$ cat src/rtl/ausart_pkg.sv
`timescale 1ns / 1ps
// Shared types and codes for the asynchronous serial port core.
// Depends on nothing; used by rtl/async_usart_core.sv.

package ausart_pkg;

  // Default depth of the receive queue.
  localparam int unsigned FIFO_DEPTH_DEF = 2;

  // Operation codes carried in the mode field of an input word.
  localparam logic [1:0] MODE_TICK  = 2'd0;
  localparam logic [1:0] MODE_WRITE = 2'd1;
  localparam logic [1:0] MODE_READ  = 2'd2;

  // Configuration register indexes.
  localparam int unsigned CFG_IDX_W = 3;
  localparam logic [CFG_IDX_W-1:0] REG_BAUD_DIVISOR  = 3'd0;
  localparam logic [CFG_IDX_W-1:0] REG_PRESCALE_MODE = 3'd1;
  localparam logic [CFG_IDX_W-1:0] REG_PORT_ENABLE   = 3'd2;
  localparam logic [CFG_IDX_W-1:0] REG_TX_ENABLE     = 3'd3;
  localparam logic [CFG_IDX_W-1:0] REG_TX_NINE_BIT   = 3'd4;
  localparam logic [CFG_IDX_W-1:0] REG_RX_CONTINUOUS = 3'd5;
  localparam logic [CFG_IDX_W-1:0] REG_RX_NINE_BIT   = 3'd6;

  localparam int unsigned CFG_DATA_W = 8;

  typedef struct packed {
    logic [1:0] mode;
    logic [7:0] tx_data;
    logic       tx_ninth;
    logic       rx_pin;
  } usart_in_t;

  typedef struct packed {
    logic       tx_pin;
    logic       tx_buffer_empty;
    logic       shift_empty;
    logic [7:0] rx_data;
    logic       rx_ready;
    logic       rx_overrun;
    logic [1:0] rx_level;
  } usart_out_t;

endpackage

$ cat src/rtl/async_usart_core.sv
`timescale 1ns / 1ps
// Top level of the asynchronous serial port core: baud generator, transmitter,
// receiver and receive queue. Depends on rtl/ausart_pkg.sv.
//
//   Channel | Direction | Handshake              | Word
//   --------+-----------+------------------------+-------------------------------
//   in_     | input     | in_valid / in_ready    | usart_in_t: tick, write or read
//   out_    | output    | out_valid / out_ready  | usart_out_t: pins and flags
//   cfg_    | input     | cfg_valid / cfg_ready  | register index and 8-bit data
//
// The core takes one input word per clock while the output is not stalled. A word
// is captured in an input register, is worked on by a single layer of logic that
// also updates the port state, and its result lands in the output register. The
// rate holds because the baud counter, the shift registers and the queue pointers
// all update in that layer. Reset is synchronous and active low; it returns every
// control and port state register and flag to its idle value (payload registers
// and queue storage are not reset), and the receive queue needs no clearing pass
// because its fill count marks which entries hold data. A stalled output holds its
// word while the input register keeps the next word; the input side stalls only
// when both are full. Configuration writes are taken whenever the input register is empty.

module async_usart_core #(
  parameter int unsigned FIFO_DEPTH = ausart_pkg::FIFO_DEPTH_DEF
) (
  input  logic                                 clk,
  input  logic                                 rst_n,
  input  logic                                 in_valid,
  output logic                                 in_ready,
  input  ausart_pkg::usart_in_t                in_data,
  output logic                                 out_valid,
  input  logic                                 out_ready,
  output ausart_pkg::usart_out_t               out_data,
  input  logic                                 cfg_valid,
  output logic                                 cfg_ready,
  input  logic [ausart_pkg::CFG_IDX_W-1:0]     cfg_index,
  input  logic [ausart_pkg::CFG_DATA_W-1:0]    cfg_data
);

  // Queue pointer and fill count widths follow from the depth.
  localparam int unsigned PTR_W  = (FIFO_DEPTH > 1) ? $clog2(FIFO_DEPTH) : 1;
  localparam int unsigned FILL_W = $clog2(FIFO_DEPTH + 1);

  // Width of the baud counter and of the rollover period (256 * 64 needs 15 bits).
  localparam int unsigned CNT_W = 14;
  localparam int unsigned PER_W = CNT_W + 1;

  // Transmit frame lengths in bits, including start and stop.
  localparam logic [3:0] TX_BITS_8 = 4'd10;
  localparam logic [3:0] TX_BITS_9 = 4'd11;
  // Receive samples per frame.
  localparam logic [3:0] RX_BITS_8 = 4'd9;
  localparam logic [3:0] RX_BITS_9 = 4'd10;

  // Configuration registers.
  logic [7:0]              baud_div_r;
  logic [1:0]              prescale_r;
  logic                    port_en_r;
  logic                    tx_en_r;
  logic                    tx_nine_r;
  logic                    rx_cont_r;
  logic                    rx_nine_r;

  // Port state.
  logic [CNT_W-1:0]        baud_count_r, baud_count_nxt;
  logic [10:0]             tx_shift_r, tx_shift_nxt;
  logic [3:0]              tx_bits_left_r, tx_bits_left_nxt;
  logic [8:0]              tx_hold_r, tx_hold_nxt;
  logic                    tx_hold_full_r, tx_hold_full_nxt;
  logic                    tx_level_r, tx_level_nxt;
  logic [9:0]              rx_shift_r, rx_shift_nxt;
  logic [3:0]              rx_bits_left_r, rx_bits_left_nxt;
  logic [FILL_W-1:0]       fill_r, fill_nxt;
  logic [PTR_W-1:0]        head_r, head_nxt;
  logic [PTR_W-1:0]        tail_r, tail_nxt;
  logic                    overrun_r, overrun_nxt;

  // Receive queue storage and its registered head read.
  logic [7:0]              rx_mem [FIFO_DEPTH];
  logic [7:0]              head_q_r;

  // Pipeline registers.
  logic                    s1_valid_r, s1_valid_nxt;
  ausart_pkg::usart_in_t   s1_r;
  logic                    out_valid_r, out_valid_nxt;
  ausart_pkg::usart_out_t  out_r, result;

  // Working signals.
  logic                    in_fire, s1_fire, cfg_fire;
  logic [PER_W-1:0]        cnt_inc, period;
  logic [2:0]              psc_shift;
  logic                    rollover;
  logic [9:0]              rx_sample;
  logic                    push_en, mem_we, rd_hit;
  logic [7:0]              push_byte;
  logic                    port_en_nxt, rx_cont_nxt;

  // Builds a transmit frame: low start bit, data LSB first, optional ninth bit,
  // high stop bit. Bit 0 goes out first.
  function automatic logic [10:0] build_frame(input logic [8:0] hold, input logic nine);
    logic [10:0] f;
    if (nine) begin
      f = {1'b1, hold[8], hold[7:0], 1'b0};
    end else begin
      f = {2'b01, hold[7:0], 1'b0};
    end
    return f;
  endfunction

  function automatic logic [PTR_W-1:0] ptr_inc(input logic [PTR_W-1:0] p);
    logic [PTR_W-1:0] n;
    if (p == PTR_W'(FIFO_DEPTH - 1)) begin
      n = '0;
    end else begin
      n = p + 1'b1;
    end
    return n;
  endfunction

  // Handshakes. A word in the input register moves on whenever the output
  // register is free or being emptied in the same cycle.
  assign s1_fire   = s1_valid_r && (!out_valid_r || out_ready);
  assign in_ready  = !s1_valid_r || s1_fire;
  assign in_fire   = in_valid && in_ready;
  assign cfg_ready = !s1_valid_r;
  assign cfg_fire  = cfg_valid && cfg_ready;

  assign out_valid = out_valid_r;
  assign out_data  = out_r;

  assign s1_valid_nxt  = in_fire || (s1_valid_r && !s1_fire);
  assign out_valid_nxt = s1_fire || (out_valid_r && !out_ready);

  // Baud generator period: (divisor + 1) shifted by the prescale factor.
  always_comb begin
    if (prescale_r[1]) begin
      psc_shift = 3'd2;
    end else if (prescale_r[0]) begin
      psc_shift = 3'd4;
    end else begin
      psc_shift = 3'd6;
    end
    period   = (PER_W'(baud_div_r) + PER_W'(1)) << psc_shift;
    cnt_inc  = PER_W'(baud_count_r) + PER_W'(1);
    // A period shortened by a divisor change still rolls over on the next tick.
    rollover = (cnt_inc >= period);
  end

  // State update for one configuration write or one input word.
  always_comb begin
    baud_count_nxt   = baud_count_r;
    tx_shift_nxt     = tx_shift_r;
    tx_bits_left_nxt = tx_bits_left_r;
    tx_hold_nxt      = tx_hold_r;
    tx_hold_full_nxt = tx_hold_full_r;
    tx_level_nxt     = tx_level_r;
    rx_shift_nxt     = rx_shift_r;
    rx_bits_left_nxt = rx_bits_left_r;
    fill_nxt         = fill_r;
    head_nxt         = head_r;
    tail_nxt         = tail_r;
    overrun_nxt      = overrun_r;
    push_en          = 1'b0;
    push_byte        = '0;
    rd_hit           = 1'b0;
    rx_sample        = {1'b0, rx_shift_r[9] | s1_r.rx_pin, rx_shift_r[8:1]};
    port_en_nxt      = port_en_r;
    rx_cont_nxt      = rx_cont_r;

    if (cfg_fire) begin
      unique case (cfg_index)
        ausart_pkg::REG_PORT_ENABLE: begin
          port_en_nxt = cfg_data[0];
          if (cfg_data[0] != port_en_r) begin
            baud_count_nxt = '0;
          end
        end
        ausart_pkg::REG_RX_CONTINUOUS: begin
          rx_cont_nxt = cfg_data[0];
        end
        default: begin
        end
      endcase
      // Changes to the port or receive enable re-arm the receiver when both end up set, unless prescale bit 1 is set.
      if (((cfg_index == ausart_pkg::REG_PORT_ENABLE) && (cfg_data[0] != port_en_r)) ||
          ((cfg_index == ausart_pkg::REG_RX_CONTINUOUS) && (cfg_data[0] != rx_cont_r))) begin
        if (port_en_nxt && rx_cont_nxt && !prescale_r[1]) begin
          rx_shift_nxt     = '0;
          rx_bits_left_nxt = rx_nine_r ? RX_BITS_9 : RX_BITS_8;
        end
      end
    end else if (s1_fire) begin
      unique case (s1_r.mode)
        ausart_pkg::MODE_TICK: begin
          if (port_en_r) begin
            baud_count_nxt = rollover ? '0 : cnt_inc[CNT_W-1:0];
            // Transmitter: drive the next frame bit, refill from the holding
            // register once the frame has gone out.
            if (rollover && tx_en_r && (tx_bits_left_r != '0)) begin
              tx_level_nxt     = tx_shift_r[0];
              tx_shift_nxt     = tx_shift_r >> 1;
              tx_bits_left_nxt = tx_bits_left_r - 4'd1;
              if ((tx_bits_left_r == 4'd1) && tx_hold_full_r) begin
                tx_shift_nxt     = build_frame(tx_hold_r, tx_nine_r);
                tx_bits_left_nxt = tx_nine_r ? TX_BITS_9 : TX_BITS_8;
                tx_hold_full_nxt = 1'b0;
              end
            end
            // Receiver: shift in one sample, hand the byte to the queue at the
            // end of the frame and re-arm.
            if (rollover && rx_cont_r && (rx_bits_left_r != '0)) begin
              rx_shift_nxt     = rx_sample;
              rx_bits_left_nxt = rx_bits_left_r - 4'd1;
              if (rx_bits_left_r == 4'd1) begin
                push_en          = 1'b1;
                push_byte        = rx_nine_r ? rx_sample[7:0] : rx_sample[8:1];
                rx_shift_nxt     = '0;
                rx_bits_left_nxt = rx_nine_r ? RX_BITS_9 : RX_BITS_8;
              end
            end
          end
        end
        ausart_pkg::MODE_WRITE: begin
          tx_hold_nxt = {s1_r.tx_ninth, s1_r.tx_data};
          if (tx_bits_left_r == '0) begin
            // Shifter idle: the frame starts at once.
            tx_shift_nxt     = build_frame({s1_r.tx_ninth, s1_r.tx_data}, tx_nine_r);
            tx_bits_left_nxt = tx_nine_r ? TX_BITS_9 : TX_BITS_8;
            tx_hold_full_nxt = 1'b0;
          end else begin
            tx_hold_full_nxt = 1'b1;
          end
        end
        ausart_pkg::MODE_READ: begin
          if (fill_r != '0) begin
            rd_hit   = 1'b1;
            fill_nxt = fill_r - 1'b1;
            head_nxt = ptr_inc(head_r);
          end
        end
        default: begin
        end
      endcase

      // A byte that finds the queue full is dropped and flags an overrun.
      if (push_en) begin
        if (fill_r >= FILL_W'(FIFO_DEPTH)) begin
          overrun_nxt = 1'b1;
        end else begin
          fill_nxt = fill_r + 1'b1;
          tail_nxt = ptr_inc(tail_r);
        end
      end
    end
  end

  assign mem_we = push_en && (fill_r < FILL_W'(FIFO_DEPTH));

  // Result word, taken after the update.
  always_comb begin
    result.tx_pin          = tx_level_nxt;
    result.tx_buffer_empty = !tx_hold_full_nxt;
    result.shift_empty     = (tx_bits_left_nxt == '0);
    result.rx_ready        = (fill_nxt != '0);
    result.rx_overrun      = overrun_nxt;
    result.rx_level        = 2'(fill_nxt);
    if (rd_hit) begin
      result.rx_data = head_q_r;
    end else if (fill_nxt == '0) begin
      result.rx_data = '0;
    end else if (mem_we && (fill_r == '0)) begin
      result.rx_data = push_byte;
    end else begin
      result.rx_data = head_q_r;
    end
  end

  // Queue storage and the head read; a write to the next head slot bypasses.
  always_ff @(posedge clk) begin
    if (mem_we) begin
      rx_mem[tail_r] <= push_byte;
    end
    if (mem_we && (tail_r == head_nxt)) begin
      head_q_r <= push_byte;
    end else begin
      head_q_r <= rx_mem[head_nxt];
    end
  end

  // Payload registers.
  always_ff @(posedge clk) begin
    if (in_fire) begin
      s1_r <= in_data;
    end
    if (s1_fire) begin
      out_r <= result;
    end
  end

  // Control and port state.
  always_ff @(posedge clk) begin
    if (!rst_n) begin
      s1_valid_r     <= 1'b0;
      out_valid_r    <= 1'b0;
      baud_div_r     <= '0;
      prescale_r     <= '0;
      port_en_r      <= 1'b0;
      tx_en_r        <= 1'b0;
      tx_nine_r      <= 1'b0;
      rx_cont_r      <= 1'b0;
      rx_nine_r      <= 1'b0;
      baud_count_r   <= '0;
      tx_shift_r     <= '0;
      tx_bits_left_r <= '0;
      tx_hold_r      <= '0;
      tx_hold_full_r <= 1'b0;
      tx_level_r     <= 1'b1;
      rx_shift_r     <= '0;
      rx_bits_left_r <= '0;
      fill_r         <= '0;
      head_r         <= '0;
      tail_r         <= '0;
      overrun_r      <= 1'b0;
    end else begin
      s1_valid_r     <= s1_valid_nxt;
      out_valid_r    <= out_valid_nxt;
      baud_count_r   <= baud_count_nxt;
      tx_shift_r     <= tx_shift_nxt;
      tx_bits_left_r <= tx_bits_left_nxt;
      tx_hold_r      <= tx_hold_nxt;
      tx_hold_full_r <= tx_hold_full_nxt;
      tx_level_r     <= tx_level_nxt;
      rx_shift_r     <= rx_shift_nxt;
      rx_bits_left_r <= rx_bits_left_nxt;
      fill_r         <= fill_nxt;
      head_r         <= head_nxt;
      tail_r         <= tail_nxt;
      overrun_r      <= overrun_nxt;
      port_en_r      <= port_en_nxt;
      rx_cont_r      <= rx_cont_nxt;
      if (cfg_fire) begin
        unique case (cfg_index)
          ausart_pkg::REG_BAUD_DIVISOR:  baud_div_r <= cfg_data;
          ausart_pkg::REG_PRESCALE_MODE: prescale_r <= cfg_data[1:0];
          ausart_pkg::REG_TX_ENABLE:     tx_en_r    <= cfg_data[0];
          ausart_pkg::REG_TX_NINE_BIT:   tx_nine_r  <= cfg_data[0];
          ausart_pkg::REG_RX_NINE_BIT:   rx_nine_r  <= cfg_data[0];
          default: begin
          end
        endcase
      end
    end
  end

`ifndef NO_ASSERTIONS
  // The queue never holds more bytes than it has slots.
  a_fill_bound: assert property (@(posedge clk) disable iff (!rst_n)
    fill_r <= FILL_W'(FIFO_DEPTH))
    else $error("receive queue fill count beyond depth");

  // A waiting byte in the holding register implies a frame is still shifting.
  a_hold_busy: assert property (@(posedge clk) disable iff (!rst_n)
    tx_hold_full_r |-> (tx_bits_left_r != '0))
    else $error("holding register full while shifter idle");

  // The top bit of the receive shift register is always clear between samples.
  a_rx_top_clear: assert property (@(posedge clk) disable iff (!rst_n)
    rx_shift_r[9] == 1'b0)
    else $error("receive shift register top bit set");

  // Every word that leaves the input register shows up in the output register.
  a_stage_advance: assert property (@(posedge clk) disable iff (!rst_n)
    s1_fire |=> out_valid_r)
    else $error("processed word lost before output register");

  // The overrun flag is sticky until reset.
  a_overrun_sticky: assert property (@(posedge clk) disable iff (!rst_n)
    overrun_r |=> overrun_r)
    else $error("overrun flag cleared without reset");
`endif

endmodule
$ cat config.mk
export PLATFORM = sky130hd
export DESIGN_NAME = async_usart_core
export DESIGN_NICKNAME = d
export VERILOG_FILES = /design/src/rtl/ausart_pkg.sv /design/src/rtl/async_usart_core.sv
export SDC_FILE = /design/constraint.sdc
export NUM_CORES = 1
export LEC_CHECK = 0
export ABC_AREA = 1
export BUFFER_PORTS_ARGS = -buffer_cell sky130_fd_sc_hd__buf_4
export CORE_ASPECT_RATIO = 1.5
export CORE_MARGIN = 1.5
export CORE_UTILIZATION = 60
export DETAILED_ROUTE_END_ITERATION = 8
export PLACE_DENSITY_LB_ADDON = 0.05
export SETUP_SLACK_MARGIN = 0.3
export SYNTH_ARGS = -nofsm -noshare
export SYNTH_HDL_FRONTEND = slang
export SYNTH_SLANG_ARGS = --single-unit
$ cat constraint.sdc
create_clock -name clk -period 3.6 [get_ports clk]
set_clock_uncertainty 0.05 [all_clocks]
set_input_delay 0.36 -clock clk [delete_from_list [all_inputs] [get_ports clk]]
set_output_delay 0.36 -clock clk [all_outputs]
set_load 0.02 [all_outputs]
==> out/results.ini <==
[critical_path]
cp_max_fo = 6
startpoint = baud_div_r[0]
crit_arrival_ns = 3.60
criticalPathCategory = reg2reg
crit_required_ns = 3.83
end_kind = flip-flop
rr_startpoint = baud_div_r[0]
crit_path_start_kind = flip-flop

[synth]
netlist_area_sq_um = 6320
synth_cells = 815
yosysUniqueCellTypes = 46
synth-seq-cells = 118
synth_top_cell_by_area = dfxtp_1
synthTopCellsByCount = nand2_1 (180), nor2_1 (112), inv_1 (103), dfxtp_1 (75), o21ai_0 (52)
async_reset_ff_share_pct = 0
synth-edff-count = 43
synth.most_common_cell = nand2_1
synth_ff_type = dfxtp_1
synth.area.top_cells = dfxtp_1 (24%), edfxtp_1 (20%), nand2_1 (11%)
synth_top_area_share_pct = 23.7
synth.avg_cell_area_sq_um = 7.76
syn-num-nets = 864
synth-seq-area-share_pct = 44.2
yosysWarningCount = 0

[pwr]
irDropWorstVdd_v = 0.000370
pwr_density_cell_nw_per_um2 = 431
p_total_uw = 3380
power_leakage_uw = 0.00334

[drt]
wl_per_cell_um = 15.2
dr.pass1.iters = 5
vias_per_cell = 5.47
drtIter0Drc = 355
antenna_left = 0
drc = 0
met2_wirelength_mm = 8.53
wl_met3_um = 572
vias = 5688
topRoutingLayerUsed = met4
routed_wl_mm = 15.8
wl_met1_mm = 6.22

[floorplan]
fp.dieH_um = 129
ios = 46
start_util_pct = 62.1
die_x_um = 86.8
core_area_sq_um = 10200
die_area_sq_um = 11200
rows = 45

[global_routing]
grt_pass1_vias = 5237
grt.total_usage_pct = 27.7
antenna_found_initial = 0
grt_max_degree = 28
grt_overflow_total = 0
grt_first_pass_wirelength_mm = 23.9

[sta]
period_share_pct = 93.6
setup-tns-final_ns = 0
setup_viol = 0
tightest_slew_ns = 0.788
relSlewSlack_pct = 47.4
hold_viol_final = 0
finalMaxSlewViolations = 0
timing.fmax_ghz = 0.297
rsz0062_at_grt = true
period_needed_ns = 3.37

[cts]
clk_transition_reported_paths_ns = 0.06
clock_path_buffers = 2
cts_sinks = 118
htree_num_levels = 4
cts_tree = done
root_buffer = clkbuf_16
numCtsBuffers = 17
insertion_delay_ns = 0.42

[cells_and_area]
drive_above_1_share_pct = 22.5
n_antenna_cell = 0
fin_nets = 934
area_growth_pct = 24.0
fin_area_sq_um = 7840

[min_path]
hold_start = in_data[4]
min_path_type = in2reg

[place]
dpl.hpwl_mm = 10.5
port_buffers = 45
dpl-instance-area_sq_um = 6790
globalplace.congestion = 0.908

[job]
max_cap_violations = 0

[run_status]
outcome = complete, no violations

layer usage:
metal  GRT usage (%)  vias up
met4            13.2        0
met2            50.3      160
li1                -     2814
met5               0        -
met3            5.32       39
met1            30.4     2675
final cells by class:
| cell class | count | area [sq um] |
|---|---|---|
| repair buffers | 69 | 547 |
| multi-input cells | 567 | 3290 |
| fillers | 760 | 2350 |
| clock buffers | 23 | 510 |
| inverters | 112 | 424 |
| clock inverters | 9 | 87.6 |
| well taps | 141 | 176 |
| flip-flops and latches | 118 | 2800 |
placed cells by master (no fill, tap or decap), types with 4 or more instances in the layout:
master,Yosys,final
nand2_4,4,6
clkbuf_16,0,19
buf_4,4,66
dfxtp_1,75,68
a31oi_1,5,5
o21ai_0,52,51
a211oi_2,7,11
nand2_2,3,15
ha_1,21,20
nand4_1,9,9
dfxtp_2,0,6
nand3_2,4,6
nand3_4,0,5
nand2_1,180,166
nor3_1,13,11
inv_1,103,101
a211oi_1,10,6
nor2_4,5,8
nand3_1,40,34
nor2_1,112,104
inv_2,6,7
edfxtp_1,43,43
o22ai_1,9,9
nor2_2,3,9
xor2_1,15,11
a21oi_1,40,39
xor2_2,0,4
mux2_2,8,8
where the power goes:
group | switching [uW] | total [uW] | internal (uW)
Combinational | 160 | 251 | 91.7
Clock | 615 | 1680 | 1070
Sequential | 25.2 | 1440 | 1420
Total | 800 | 3380 | 2580
worst max-delay path, cell delays in order (launching register included):
cell	delay [ns]
dfxtp_4	0.38
ha_4	0.16
nand2_4	0.05
nor2_4	0.16
nand3_4	0.11
xor2_2	0.20
nor3_1	0.14
a21oi_1	0.07
ha_1	0.32
nand2_1	0.09
nor2_2	0.14
nand2_2	0.09
clkinv_2	0.06
nand2_2	0.04
a21oi_2	0.14
nor2_4	0.07
nor2_4	0.19
buf_12	0.14
nand3_1	0.13
nand3_1	0.13
nand2_1	0.06
nor2_1	0.18
nand2_2	0.07
nand2_1	0.07
sequential cells by signal, indices dropped and copies added, names as in the netlist, 2 cells and up, named ones only:
signal          cells
tx_bits_left_r      4
fill_r              2
prescale_r          2
rx_mem             16
tx_shift_r         11
out_data           15
baud_div_r          8
s1_r               12
rx_shift_r          8
rx_bits_left_r      4
baud_count_r       14
tx_hold_r           9
kinds of logic (layout without fill, tap and decap cells):
kind of cell	Yosys count	in the layout	share of synthesized area, %
other cells	2	2	0.119
compound gates	135	135	12.9
flops	118	118	44.2
buf+inv	133	213	8.43
simple gates	380	383	26.4
mux	8	8	1.42
xor+xnor	18	18	2.49
fa+ha+maj	21	21	4.15
repair_timing:
action                                  in CTS  in global routing
endpoints found under the setup margin      60                 70
hold buffers                                 0                  0
pin swaps                                    3                 30
gates cloned                                 0                  3
buffers inserted                             2                 15
gates resized for setup                     17                 53
final timing paths:
| kind | slack, ns | cells past startpoint | endpoint |
|---|---|---|---|
| setup reg to reg | 0.23 | 23 | out_data[4] |
| setup / recovery | 0.23 | 23 | out_data[4] |
| hold / removal | 0.07 | 1 | s1_r[4] |
| hold reg to reg | 0.41 | 2 | tx_shift_r[9] |
metrics by stage:
stage	utilization, %	instances	setup WS, ns	hold WS [ns]
after floorplan	-	815	0.359	0.374
after global placement	66.7	987	0.0316	0.394
after detailed placement	66.7	987	-0.0628	0.399
after CTS	73.7	1021	0.311	0.0609
after global routing	77.0	1039	0.106	0.0577
final	77.0	1039	0.231	0.0673
Power figures use the tool's default switching activity.
